==> src/design/tws_pkg.sv <==
// Package for the three-wheel speed PID block.
// Holds configuration types, register indexes and lane control types; no dependencies.
`default_nettype none
package tws_pkg;

  localparam int WHEELS    = 3;
  localparam int SPEED_W   = 16;
  localparam int ERR_W     = 17;
  localparam int DIFF_W    = 18;
  localparam int INTEG_W   = 18;
  localparam int GAIN_W    = 16;
  localparam int WINDOW_W  = 15;
  localparam int BOUND_W   = 16;
  localparam int DRIVE_W   = 28;
  localparam int CFG_IDX_W = 3;
  localparam int CFG_DAT_W = 16;

  typedef enum logic [CFG_IDX_W-1:0] {
    REG_KP_GAIN    = 3'd0,
    REG_KI_GAIN    = 3'd1,
    REG_KD_GAIN    = 3'd2,
    REG_INT_WINDOW = 3'd3,
    REG_INT_BOUND  = 3'd4
  } tws_reg_idx_t;

  typedef struct packed {
    logic signed [GAIN_W-1:0] kp_gain;
    logic signed [GAIN_W-1:0] ki_gain;
    logic signed [GAIN_W-1:0] kd_gain;
    logic [WINDOW_W-1:0]      integration_window;
    logic [BOUND_W-1:0]       integral_bound;
  } tws_cfg_t;

  typedef struct packed {
    logic accept;
    logic load_s1;
    logic load_s2;
  } tws_ctrl_t;

endpackage
`default_nettype wire

==> src/design/tws_if.sv <==
// Channel interfaces for the three-wheel speed PID block.
// Depends on tws_pkg for field widths.
`default_nettype none


interface tws_cfg_if;
  import tws_pkg::*;
  logic                 valid;
  logic                 ready;
  logic [CFG_IDX_W-1:0] index;
  logic [CFG_DAT_W-1:0] data;
  modport source (output valid, index, data, input ready);
  modport sink (input valid, index, data, output ready);
endinterface
`default_nettype wire

==> src/design/tws_cfg.sv <==
// Configuration register file for the three-wheel speed PID block.
// Depends on tws_pkg and tws_cfg_if.
`default_nettype none
module tws_cfg
  import tws_pkg::*;
(
  input  wire logic  clk,
  input  wire logic  rst_n,
  tws_cfg_if.sink    cfg_ch,
  output tws_cfg_t   cfg
);

  tws_cfg_t cfg_r;
  tws_cfg_t cfg_nxt;

  assign cfg_ch.ready = 1'b1;
  assign cfg = cfg_r;

  always_comb begin
    cfg_nxt = cfg_r;
    if (cfg_ch.valid) begin
      case (cfg_ch.index)
        REG_KP_GAIN:    cfg_nxt.kp_gain = cfg_ch.data;
        REG_KI_GAIN:    cfg_nxt.ki_gain = cfg_ch.data;
        REG_KD_GAIN:    cfg_nxt.kd_gain = cfg_ch.data;
        REG_INT_WINDOW: cfg_nxt.integration_window = cfg_ch.data[WINDOW_W-1:0];
        REG_INT_BOUND:  cfg_nxt.integral_bound = cfg_ch.data;
        default:        cfg_nxt = cfg_r;
      endcase
    end
  end

  always_ff @(posedge clk) begin
    if (!rst_n) begin
      cfg_r.kp_gain            <= 16'sd307;
      cfg_r.ki_gain            <= 16'sd26;
      cfg_r.kd_gain            <= 16'sd26;
      cfg_r.integration_window <= 15'd1000;
      cfg_r.integral_bound     <= 16'd300;
    end else begin
      cfg_r <= cfg_nxt;
    end
  end

endmodule
`default_nettype wire

==> src/flat_wrapper.sv <==
// flat-port wrapper written by rule: the top's interface ports become plain ports
module tws_cfg_flat import tws_pkg::*;
  (clk, rst_n, cfg, cfg_ch_valid, cfg_ch_index, cfg_ch_data, cfg_ch_ready);
  tws_cfg_if cfg_ch_i ();
  input  wire logic clk;
  input  wire logic rst_n;
  output tws_cfg_t cfg;
  input wire logic [$bits(cfg_ch_i.valid)-1:0] cfg_ch_valid;
  input wire logic [$bits(cfg_ch_i.index)-1:0] cfg_ch_index;
  input wire logic [$bits(cfg_ch_i.data)-1:0] cfg_ch_data;
  output wire logic [$bits(cfg_ch_i.ready)-1:0] cfg_ch_ready;
  assign cfg_ch_i.valid = cfg_ch_valid;
  assign cfg_ch_i.index = cfg_ch_index;
  assign cfg_ch_i.data = cfg_ch_data;
  assign cfg_ch_ready = cfg_ch_i.ready;
  tws_cfg u_core (.clk(clk), .rst_n(rst_n), .cfg_ch(cfg_ch_i), .cfg(cfg));
endmodule
==> config.mk <==
export PLATFORM = sky130hd
export DESIGN_NAME = tws_cfg_flat
export DESIGN_NICKNAME = d
export VERILOG_FILES = /design/src/design/tws_pkg.sv /design/src/design/tws_if.sv /design/src/design/tws_cfg.sv /design/src/flat_wrapper.sv
export SDC_FILE = /design/constraint.sdc
export NUM_CORES = 1
export LEC_CHECK = 0
export BUFFER_PORTS_ARGS = -buffer_cell sky130_fd_sc_hd__clkbuf_2
export CAP_MARGIN = 20
export CORE_UTILIZATION = 50
export CTS_CLUSTER_SIZE = 12
export DETAILED_ROUTE_END_ITERATION = 6
export PLACE_DENSITY = 0.79
export SYNTH_ARGS = -nofsm -noshare
export SYNTH_HDL_FRONTEND = slang
export SYNTH_SLANG_ARGS = --single-unit
==> constraint.sdc <==
create_clock -name clk -period 1.5 [get_ports clk]
set_input_delay 0.15 -clock clk [delete_from_list [all_inputs] [get_ports clk]]
set_output_delay 0.15 -clock clk [all_outputs]
set_load 0.02 [all_outputs]
==> flow_summary.json <==
{
  "outcome": "complete, no violations",
  "ant_nets": 0,
  "numPortBuffers": 100,
  "die_y_um": 79.92,
  "drtIter0Drc": 93,
  "crit_required_ps": 1350,
  "syn-num-nets": 316,
  "grt_setup_unrepaired": "false",
  "hpwlAfterDp_um": 4561,
  "synth_area_per_cell_um2": 10.32,
  "cpPeakStageDelay_ps": 360,
  "grt_overflow": 0,
  "die_w_um": 79.92,
  "drt_wl_total_um": 6642,
  "top_usage_layer": "met2",
  "synth.distinct_cells": 15,
  "p_per_area_nw_per_um2": 1110,
  "dieArea_um2": 6386,
  "coreArea_um2": 5886,
  "postSynthCellCount": 294,
  "drv_slew": 0,
  "drive_gt1_share_pct": 31.82,
  "yosysWarnings": 0,
  "cp-end-kind": "output pin",
  "diodes": 0,
  "grt_util_met1_pct": 28.64,
  "fin_crit_ps": 1016,
  "worstSkewPairLatency_ps": 320,
  "path_delay_family": "flip-flops",
  "avgViaCountPerCell": 4.987,
  "final_cell_mix": "clkbuf_2, mux2i_1, dfxtp_1",
  "netlist_area_um2": 3035,
  "rows": 28,
  "cts_buffers": 9,
  "max_freq_mhz": 984.3,
  "ys_seq_elements": 79,
  "finalSetupViolations": 0,
  "setup_tns_ps": 0,
  "antenna_found_initial": 0,
  "worstPathCellList": "clkbuf_2",
  "drc": 0,
  "slowest_stage": "dfxtp_1",
  "vdd_drop_max_uv": 716.9,
  "wl_per_cell_um": 14.10,
  "routabilityCongestion": 0.7571,
  "h-tree-depth": 3,
  "crit_fanout": 2,
  "cts_hold_buf": 0,
  "clock-sinks": 79,
  "grt_start_max_net_pins": 53,
  "fin_skew_ps": 0,
  "dpl_cell_area_um2": 3651,
  "cts_root_buffer": "clkbuf_8",
  "critPathLaunchType": "flop",
  "criticalPathCategory": "reg2out",
  "worstPathArrival_ps": 870,
  "cts_setup_buffers": 0,
  "path_buf_inv": 1,
  "grt_pass1_vias": 2085,
  "post_cts_resized": 0,
  "clockBufferDepth": 2,
  "track_usage_pct": 21.20,
  "grt_use_met2_pct": 32.99,
  "vias": 2349,
  "syn2layout_area_growth_pct": 27.91,
  "hold_path_class": "in2reg",
  "grt_pass1_wl_um": 10260,
  "start_util_pct": 51.57,
  "cts_tree": "built",
  "period_share_pct": 67.73,
  "dr.pass1.iters": 4,
  "pin_count": 102,
  "fin_area_um2": 3882,
  "power_w": 0.004309,
  "clk_pin_slew_ps": 80,
  "use_met3_pct": 4.571,
  "leakagePower_nw": 1.951,
  "finalNetCount": 413,
  "largest_register_ffs": 79,
  "yosysSeqAreaShare_pct": 52.10,
  "cap_violations": 0,
  "layout_commonest_cell": "clkbuf_2",
  "final_hold_viol_count": 0
}
## metal layers
| metal | up-vias | wire length, um | share of wire [%] |
|---|---|---|---|
| met5 | - | 0 | 0 |
| met3 | 5 | 384 | 5.8 |
| met4 | 0 | 55 | 0.83 |
| met2 | 77 | 3175 | 48 |
| li1 | 1161 | - | - |
| met1 | 1106 | 3028 | 46 |
## cells in the mapped netlist (all sizes together)
master | n | area [um2]
buf | 11 | 66.31
or4b | 1 | 10.01
dfxtp | 79 | 1582
nand2 | 74 | 277.8
clkbuf | 12 | 45.04
nor4bb | 1 | 10.01
conb | 1 | 3.750
nand4b | 1 | 8.760
mux2i | 79 | 790.8
nand4bb | 2 | 22.52
nor2b | 31 | 193.9
and4b | 1 | 10.01
nor4b | 1 | 15.01
## final cells by class
cell class | instances | area, um2
fill | 489 | 2003
clock buffer | 12 | 155.1
clock inverter | 4 | 76.32
tap | 75 | 93.84
sequential | 79 | 1582
multi-input combinational | 192 | 1358
timing repair buffer | 109 | 618.1
## final timing paths
path | to | cells past startpoint | slack [ps] | startpoint
worst max-delay path | cfg[32] | 1 | 480 | u_core.cfg[32]$_SDFFE_PN1P_
worst min-delay path | u_core.cfg[66]$_SDFFE_PN0P_ | 3 | 60 | cfg_ch_data[3]
worst max register to register | u_core.cfg[51]$_SDFFE_PN1P_ | 2 | 870 | u_core.cfg[51]$_SDFFE_PN1P_
worst min register to register | u_core.cfg[31]$_SDFFE_PN0P_ | 2 | 460 | u_core.cfg[31]$_SDFFE_PN0P_
## power by group
part,switching (W),internal [W]
Sequential,0.0000241,0.00214
Combinational,0.000218,0.000139
Clock,0.000750,0.00104
Total,0.000992,0.00332
## cells by family after synthesis
family                 after synthesis  share of synthesized area, %
buffers and inverters               23                         3.668
other                                1                        0.1235
AND/OR/NAND/NOR                    112                         18.05
flip-flops                          79                         52.10
multiplexers                        79                         26.05
## stage by stage
step                utilization [%]  hold slack, ps  setup slack (ps)  cells
finish                        65.97           60.03             484.1    471
CTS                           65.97           52.85             469.4    471
detailed placement            62.03           417.4             174.4    455
global route                  65.97           52.38             437.6    471
floorplan                         -           292.2             327.1    294
global placement              62.03           401.1             203.8    455
(Power assumes the default switching activity.)
