$ cat src/design/tws_pkg.sv
// Package for the three-wheel speed PID block.
// Holds configuration types, register indexes and lane control types; no dependencies.
`default_nettype none
package tws_pkg;

  localparam int WHEELS    = 3;
  localparam int SPEED_W   = 16;
  localparam int ERR_W     = 17;
  localparam int DIFF_W    = 18;
  localparam int INTEG_W   = 18;
  localparam int GAIN_W    = 16;
  localparam int WINDOW_W  = 15;
  localparam int BOUND_W   = 16;
  localparam int DRIVE_W   = 28;
  localparam int CFG_IDX_W = 3;
  localparam int CFG_DAT_W = 16;

  typedef enum logic [CFG_IDX_W-1:0] {
    REG_KP_GAIN    = 3'd0,
    REG_KI_GAIN    = 3'd1,
    REG_KD_GAIN    = 3'd2,
    REG_INT_WINDOW = 3'd3,
    REG_INT_BOUND  = 3'd4
  } tws_reg_idx_t;

  typedef struct packed {
    logic signed [GAIN_W-1:0] kp_gain;
    logic signed [GAIN_W-1:0] ki_gain;
    logic signed [GAIN_W-1:0] kd_gain;
    logic [WINDOW_W-1:0]      integration_window;
    logic [BOUND_W-1:0]       integral_bound;
  } tws_cfg_t;

  typedef struct packed {
    logic accept;
    logic load_s1;
    logic load_s2;
  } tws_ctrl_t;

endpackage
`default_nettype wire

$ cat src/design/tws_lane.sv
// One wheel's PID lane: state update at accept, error capture, products, drive sum.
// Depends on tws_pkg.
`default_nettype none
module tws_lane
  import tws_pkg::*;
#(
  parameter int FRAC_BITS = 8
)
(
  input  wire logic                      clk,
  input  wire logic                      rst_n,
  input  wire tws_ctrl_t                 ctrl,
  input  wire tws_cfg_t                  cfg,
  input  wire logic signed [SPEED_W-1:0] target,
  input  wire logic signed [SPEED_W-1:0] measured,
  output logic signed [DRIVE_W-1:0]      drive
);

  localparam int SUM_W  = 36;
  localparam int KP_P_W = GAIN_W + ERR_W;
  localparam int KD_P_W = GAIN_W + DIFF_W;
  localparam int KI_P_W = GAIN_W + INTEG_W;
  localparam int ACC_W  = INTEG_W + 1;

  logic signed [INTEG_W-1:0] integ_r;
  logic signed [INTEG_W-1:0] integ_nxt;
  logic signed [ERR_W-1:0]   last_err_r;
  logic                      int_en_r;

  logic signed [ERR_W-1:0]   err;
  logic signed [DIFF_W-1:0]  diff;
  logic signed [ERR_W-1:0]   meas_x;
  logic signed [ERR_W-1:0]   win_x;
  logic                      out_win;
  logic signed [ACC_W-1:0]   acc;
  logic signed [ACC_W-1:0]   bound_x;

  logic signed [ERR_W-1:0]   err_s1_r;
  logic signed [DIFF_W-1:0]  diff_s1_r;
  logic signed [INTEG_W-1:0] integ_s1_r;

  logic signed [KP_P_W-1:0]  kp_p_r;
  logic signed [KD_P_W-1:0]  kd_p_r;
  logic signed [KI_P_W-1:0]  ki_p_r;

  logic signed [SUM_W-1:0]   sum;
  logic signed [SUM_W-1:0]   sum_sh;

  always_comb begin
    err     = ERR_W'(target) - ERR_W'(measured);
    diff    = DIFF_W'(err) - DIFF_W'(last_err_r);
    meas_x  = ERR_W'(measured);
    win_x   = signed'({2'b00, cfg.integration_window});
    out_win = (meas_x > win_x) || (meas_x < -win_x);
    acc     = ACC_W'(integ_r) + ACC_W'(err);
    bound_x = signed'({3'b000, cfg.integral_bound});
    if (acc > bound_x) begin
      integ_nxt = bound_x[INTEG_W-1:0];
    end else if (acc < -bound_x) begin
      integ_nxt = INTEG_W'(-bound_x);
    end else begin
      integ_nxt = acc[INTEG_W-1:0];
    end
  end

  always_ff @(posedge clk) begin
    if (!rst_n) begin
      integ_r    <= '0;
      last_err_r <= '0;
      int_en_r   <= 1'b0;
    end else if (ctrl.accept) begin
      int_en_r   <= !out_win;
      last_err_r <= err;
      if (!out_win) begin
        integ_r <= integ_nxt;
      end
    end
  end

  always_ff @(posedge clk) begin
    if (ctrl.load_s1) begin
      err_s1_r   <= err;
      diff_s1_r  <= diff;
      integ_s1_r <= int_en_r ? integ_r : '0;
    end
    if (ctrl.load_s2) begin
      kp_p_r <= cfg.kp_gain * err_s1_r;
      kd_p_r <= cfg.kd_gain * diff_s1_r;
      ki_p_r <= cfg.ki_gain * integ_s1_r;
    end
  end

  always_comb begin
    sum    = SUM_W'(kp_p_r) + SUM_W'(kd_p_r) + SUM_W'(ki_p_r);
    sum_sh = sum >>> FRAC_BITS;
    drive  = sum_sh[DRIVE_W-1:0];
  end

endmodule
`default_nettype wire

$ cat config.mk
export PLATFORM = sky130hd
export DESIGN_NAME = tws_lane
export DESIGN_NICKNAME = d
export VERILOG_FILES = /design/src/design/tws_pkg.sv /design/src/design/tws_lane.sv
export SDC_FILE = /design/constraint.sdc
export NUM_CORES = 2
export LEC_CHECK = 0
export BUFFER_PORTS_ARGS = -buffer_cell sky130_fd_sc_hd__buf_2
export CAP_MARGIN = 25
export CORE_ASPECT_RATIO = 1.4
export CORE_MARGIN = 4
export CORE_UTILIZATION = 25
export DETAILED_ROUTE_END_ITERATION = 7
export GPL_TIMING_DRIVEN = 0
export PLACE_DENSITY = 0.42
export RECOVER_POWER = 100
export SYNTH_ARGS = -nofsm -noshare
export SYNTH_HDL_FRONTEND = slang
export SYNTH_SLANG_ARGS = --single-unit
$ cat constraint.sdc
create_clock -name clk -period 12.6 [get_ports clk]
set_input_delay 0.63 -clock clk [delete_from_list [all_inputs] [get_ports clk]]
set_output_delay 0.63 -clock clk [all_outputs]
set_load 0.02 [all_outputs]
==> flow_summary.json <==
{
  "fillers": 18970,
  "setup_tns_ns": 0,
  "vias_per_cell": 4.414,
  "final_cell_area_um2": 48410,
  "ys_ff_latch": 190,
  "slowest_delay_ns": 0.66,
  "start_util_pct": 25.18,
  "hold_buffers": 0,
  "synthCells": 4655,
  "overflow": 0,
  "area_growth_pct": 9.220,
  "cts_max_level": 4,
  "max_clock_freq_ghz": 0.1159,
  "gp_congestion": 0.8595,
  "placed_area_um2": 47910,
  "grt_pass1_wl_mm": 212.1,
  "postCtsSetupRepairBufs": 0,
  "vias": 31440,
  "yosys_warnings": 0,
  "hold_viol": 0,
  "ant_nets": 0,
  "slew_violations": 135,
  "die_y_um": 506.2,
  "seqCellArea_um2": 5345,
  "wl_per_cell_um": 19.20,
  "core_um2": 176000,
  "r2r_setup_slack_ns": 3.97,
  "antenna_found_initial": 24,
  "hold_class": "reg2reg",
  "wl_mm": 136.8,
  "cts_made_buffers": 17,
  "drive_gt1_share_pct": 3.279,
  "io_pins": 144,
  "grt_max_degree": 59,
  "die_x_um": 363.9,
  "maxCapViolCount": 3,
  "firstDrtPassIters": 5,
  "synth_fp_nets": 6070,
  "crit_chain": "clkbuf_1 > nand2_1 > fa_1 > fa_1 > fa_1 > fa_1 > inv_1 > fa_1 > fa_1 > ha_1 > a21o_1 > a21oi_1 > o21ai_0 > a21oi_1 > o21ai_0 > a31oi_1 > o21ai_0 > or4_1 > a31o_2 > a21oi_1 > xnor2_1",
  "grt_pass1_vias": 34970,
  "crit_fanout": 10,
  "multiInputGateArea_um2": 34480,
  "finalCritPeriodShare_pct": 68.49,
  "fin_worst_skew_ns": 0.01797,
  "grt.total_usage_pct": 15.23,
  "num-nets-final": 6220,
  "drc_errors": 0,
  "async_flop_share_pct": 0,
  "finalSetupViolations": 0,
  "synth_seq_area_share_pct": 12.06,
  "dieArea_um2": 184200,
  "rows": 182,
  "hpwlAfterDp_mm": 119.6,
  "critPathCaptureType": "flip-flop",
  "synth_edf_count": 154,
  "relSlewSlack_pct": -114.0,
  "rsz0062_at_grt": "false",
  "cts_resized": 0,
  "required_ns": 12.74,
  "port_buffers": 127,
  "syn_avg_cell_area_um2": 9.521,
  "critPathKind": "reg2reg",
  "cp.arrival_ns": 8.78,
  "fin_crit_ns": 8.630,
  "cts_sinks": 190,
  "violations": "max-capacitance violations, max-slew violations",
  "start_kind": "flip-flop",
  "clk_pin_slew_ns": 0.08,
  "clk_latency_ns": 0.48,
  "status": "complete, but fails checks",
  "crit_top_cell": "fa_1",
  "yosysUniqueCellTypes": 79,
  "synth-main-ff-cell": "edfxtp_1",
  "slowest_stage": "edfxtp_1",
  "tritoncts": "built",
  "netlist_area_um2": 44320,
  "cts_buffer_depth": 2,
  "cts-root-buf": "clkbuf_16",
  "drtIter0Drc": 1378,
  "tightest_slew_ns": 3.211
}
-- path summary, 6_finish.rpt --
kind                      start          end  cells after the start
setup / recovery  integ_s1_r[9]   ki_p_r[32]                     21
hold reg to reg     integ_r[16]  integ_r[16]                      2
hold / removal      integ_r[16]  integ_r[16]                      2
setup reg to reg  integ_s1_r[9]   ki_p_r[32]                     21
-- state kept, by name, summed over array words and instances, names as in the netlist --
register	flops
diff_s1_r	18
err_s1_r	17
int_en_r	1
integ_r	18
integ_s1_r	18
kd_p_r	34
ki_p_r	34
kp_p_r	33
last_err_r	17
-- placed cells by master (no fill, tap or decap), types with 98 or more instances in the layout --
cell / Yosys / final
fa_1: 892 / 892
nand2_1: 477 / 477
nor2_1: 144 / 144
clkbuf_1: 130 / 163
and2_1: 430 / 395
xnor2_1: 151 / 151
ha_1: 407 / 407
buf_2: 0 / 98
a21oi_1: 120 / 120
inv_1: 1051 / 1051
edfxtp_1: 154 / 154
-- kinds of logic (layout without fill, tap and decap cells) --
| logic type | Yosys count | count (layout) | synth area share [%] |
|---|---|---|---|
| AOI/OAI and AO/OA | 480 | 480 | 7.317 |
| xor gates and xnor gates | 188 | 188 | 3.715 |
| and+or+nand+nor | 1295 | 1295 | 14.69 |
| muxes | 14 | 14 | 0.3162 |
| DFF | 190 | 190 | 12.06 |
| other | 0 | 4 | 0 |
| adders and majority gates | 1299 | 1299 | 51.78 |
| buffers and inverters | 1189 | 1352 | 10.12 |
-- synthesized netlist by cell type, drive strengths merged, types with 4 or more instances --
library cell	instances	area share (%)
o31ai	12	0.26
a41oi	4	0.079
ha	407	11
o21bai	20	0.34
a21o	62	1.1
xnor2	151	3.0
a311oi	6	0.13
a31o	5	0.099
mux2i	14	0.32
buf	8	0.12
or2	8	0.11
nor4	6	0.085
a21oi	121	1.4
a21boi	8	0.14
edfxtp	154	10
o211ai	15	0.27
nand3	36	0.41
nor2b	49	0.71
a311o	5	0.11
nand4	19	0.27
o21a	38	0.64
xor2	37	0.73
fa	892	40
a211o	4	0.079
nand2	477	4.0
clkbuf	130	1.1
nor2	144	1.2
and2	430	6.1
nor3b	7	0.12
a22o	7	0.14
o311ai	8	0.18
nand2b	39	0.55
inv	1051	8.9
a31oi	20	0.28
o2111ai	8	0.17
a2111oi	7	0.14
a211oi	20	0.36
and3	17	0.25
or3	12	0.17
nor3	38	0.43
o21ai	89	1.0
dfxtp	36	1.6
-- per-stage QoR --
stage          std cells  setup WS, ns  hold WS [ns]  util, %
6_report            7122         3.970        0.4959    27.50
4_1_cts             7118         3.857        0.4535    27.56
3_5_place_dp        7086         3.612        0.4880    27.22
5_1_grt             7118         3.564        0.4817    27.50
3_3_place_gp        7082         3.553        0.4749    27.18
2_1_floorplan       4655         5.723        0.4412        -
-- area by class of cell --
cell class / count / area share (%)
timing repair buffer: 131 / 1.269
multi-input combinational: 3276 / 71.22
tap: 2300 / 5.945
sequential: 190 / 11.04
antenna: 4 / 0.02068
inverter: 1051 / 8.149
clock inverter: 15 / 0.3619
buffer: 138 / 1.117
clock buffer: 17 / 0.8788
-- metal layers --
layer / track usage, % / up-vias / wire length (µm)
li1: - / 14630 / -
met2: 28.56 / 479 / 72320
met3: 1.333 / 142 / 3636
met4: 4.156 / 12 / 4335
met1: 18.48 / 16180 / 56400
met5: 0 / - / 75
-- worst max-delay path: cells and delay by family, from the launching register on --
kind                       cells  cell delay [ns]
and+or+nand+nor                2             0.68
adders and majority gates      7             3.44
DFF                            1             0.66
AOI/OAI and AO/OA              9             2.38
xor gates and xnor gates       1             0.42
buffers and inverters          2             0.70
Power is not shown: default switching activity piles up to over one toggle a cycle in this logic, so the estimate is an artifact.
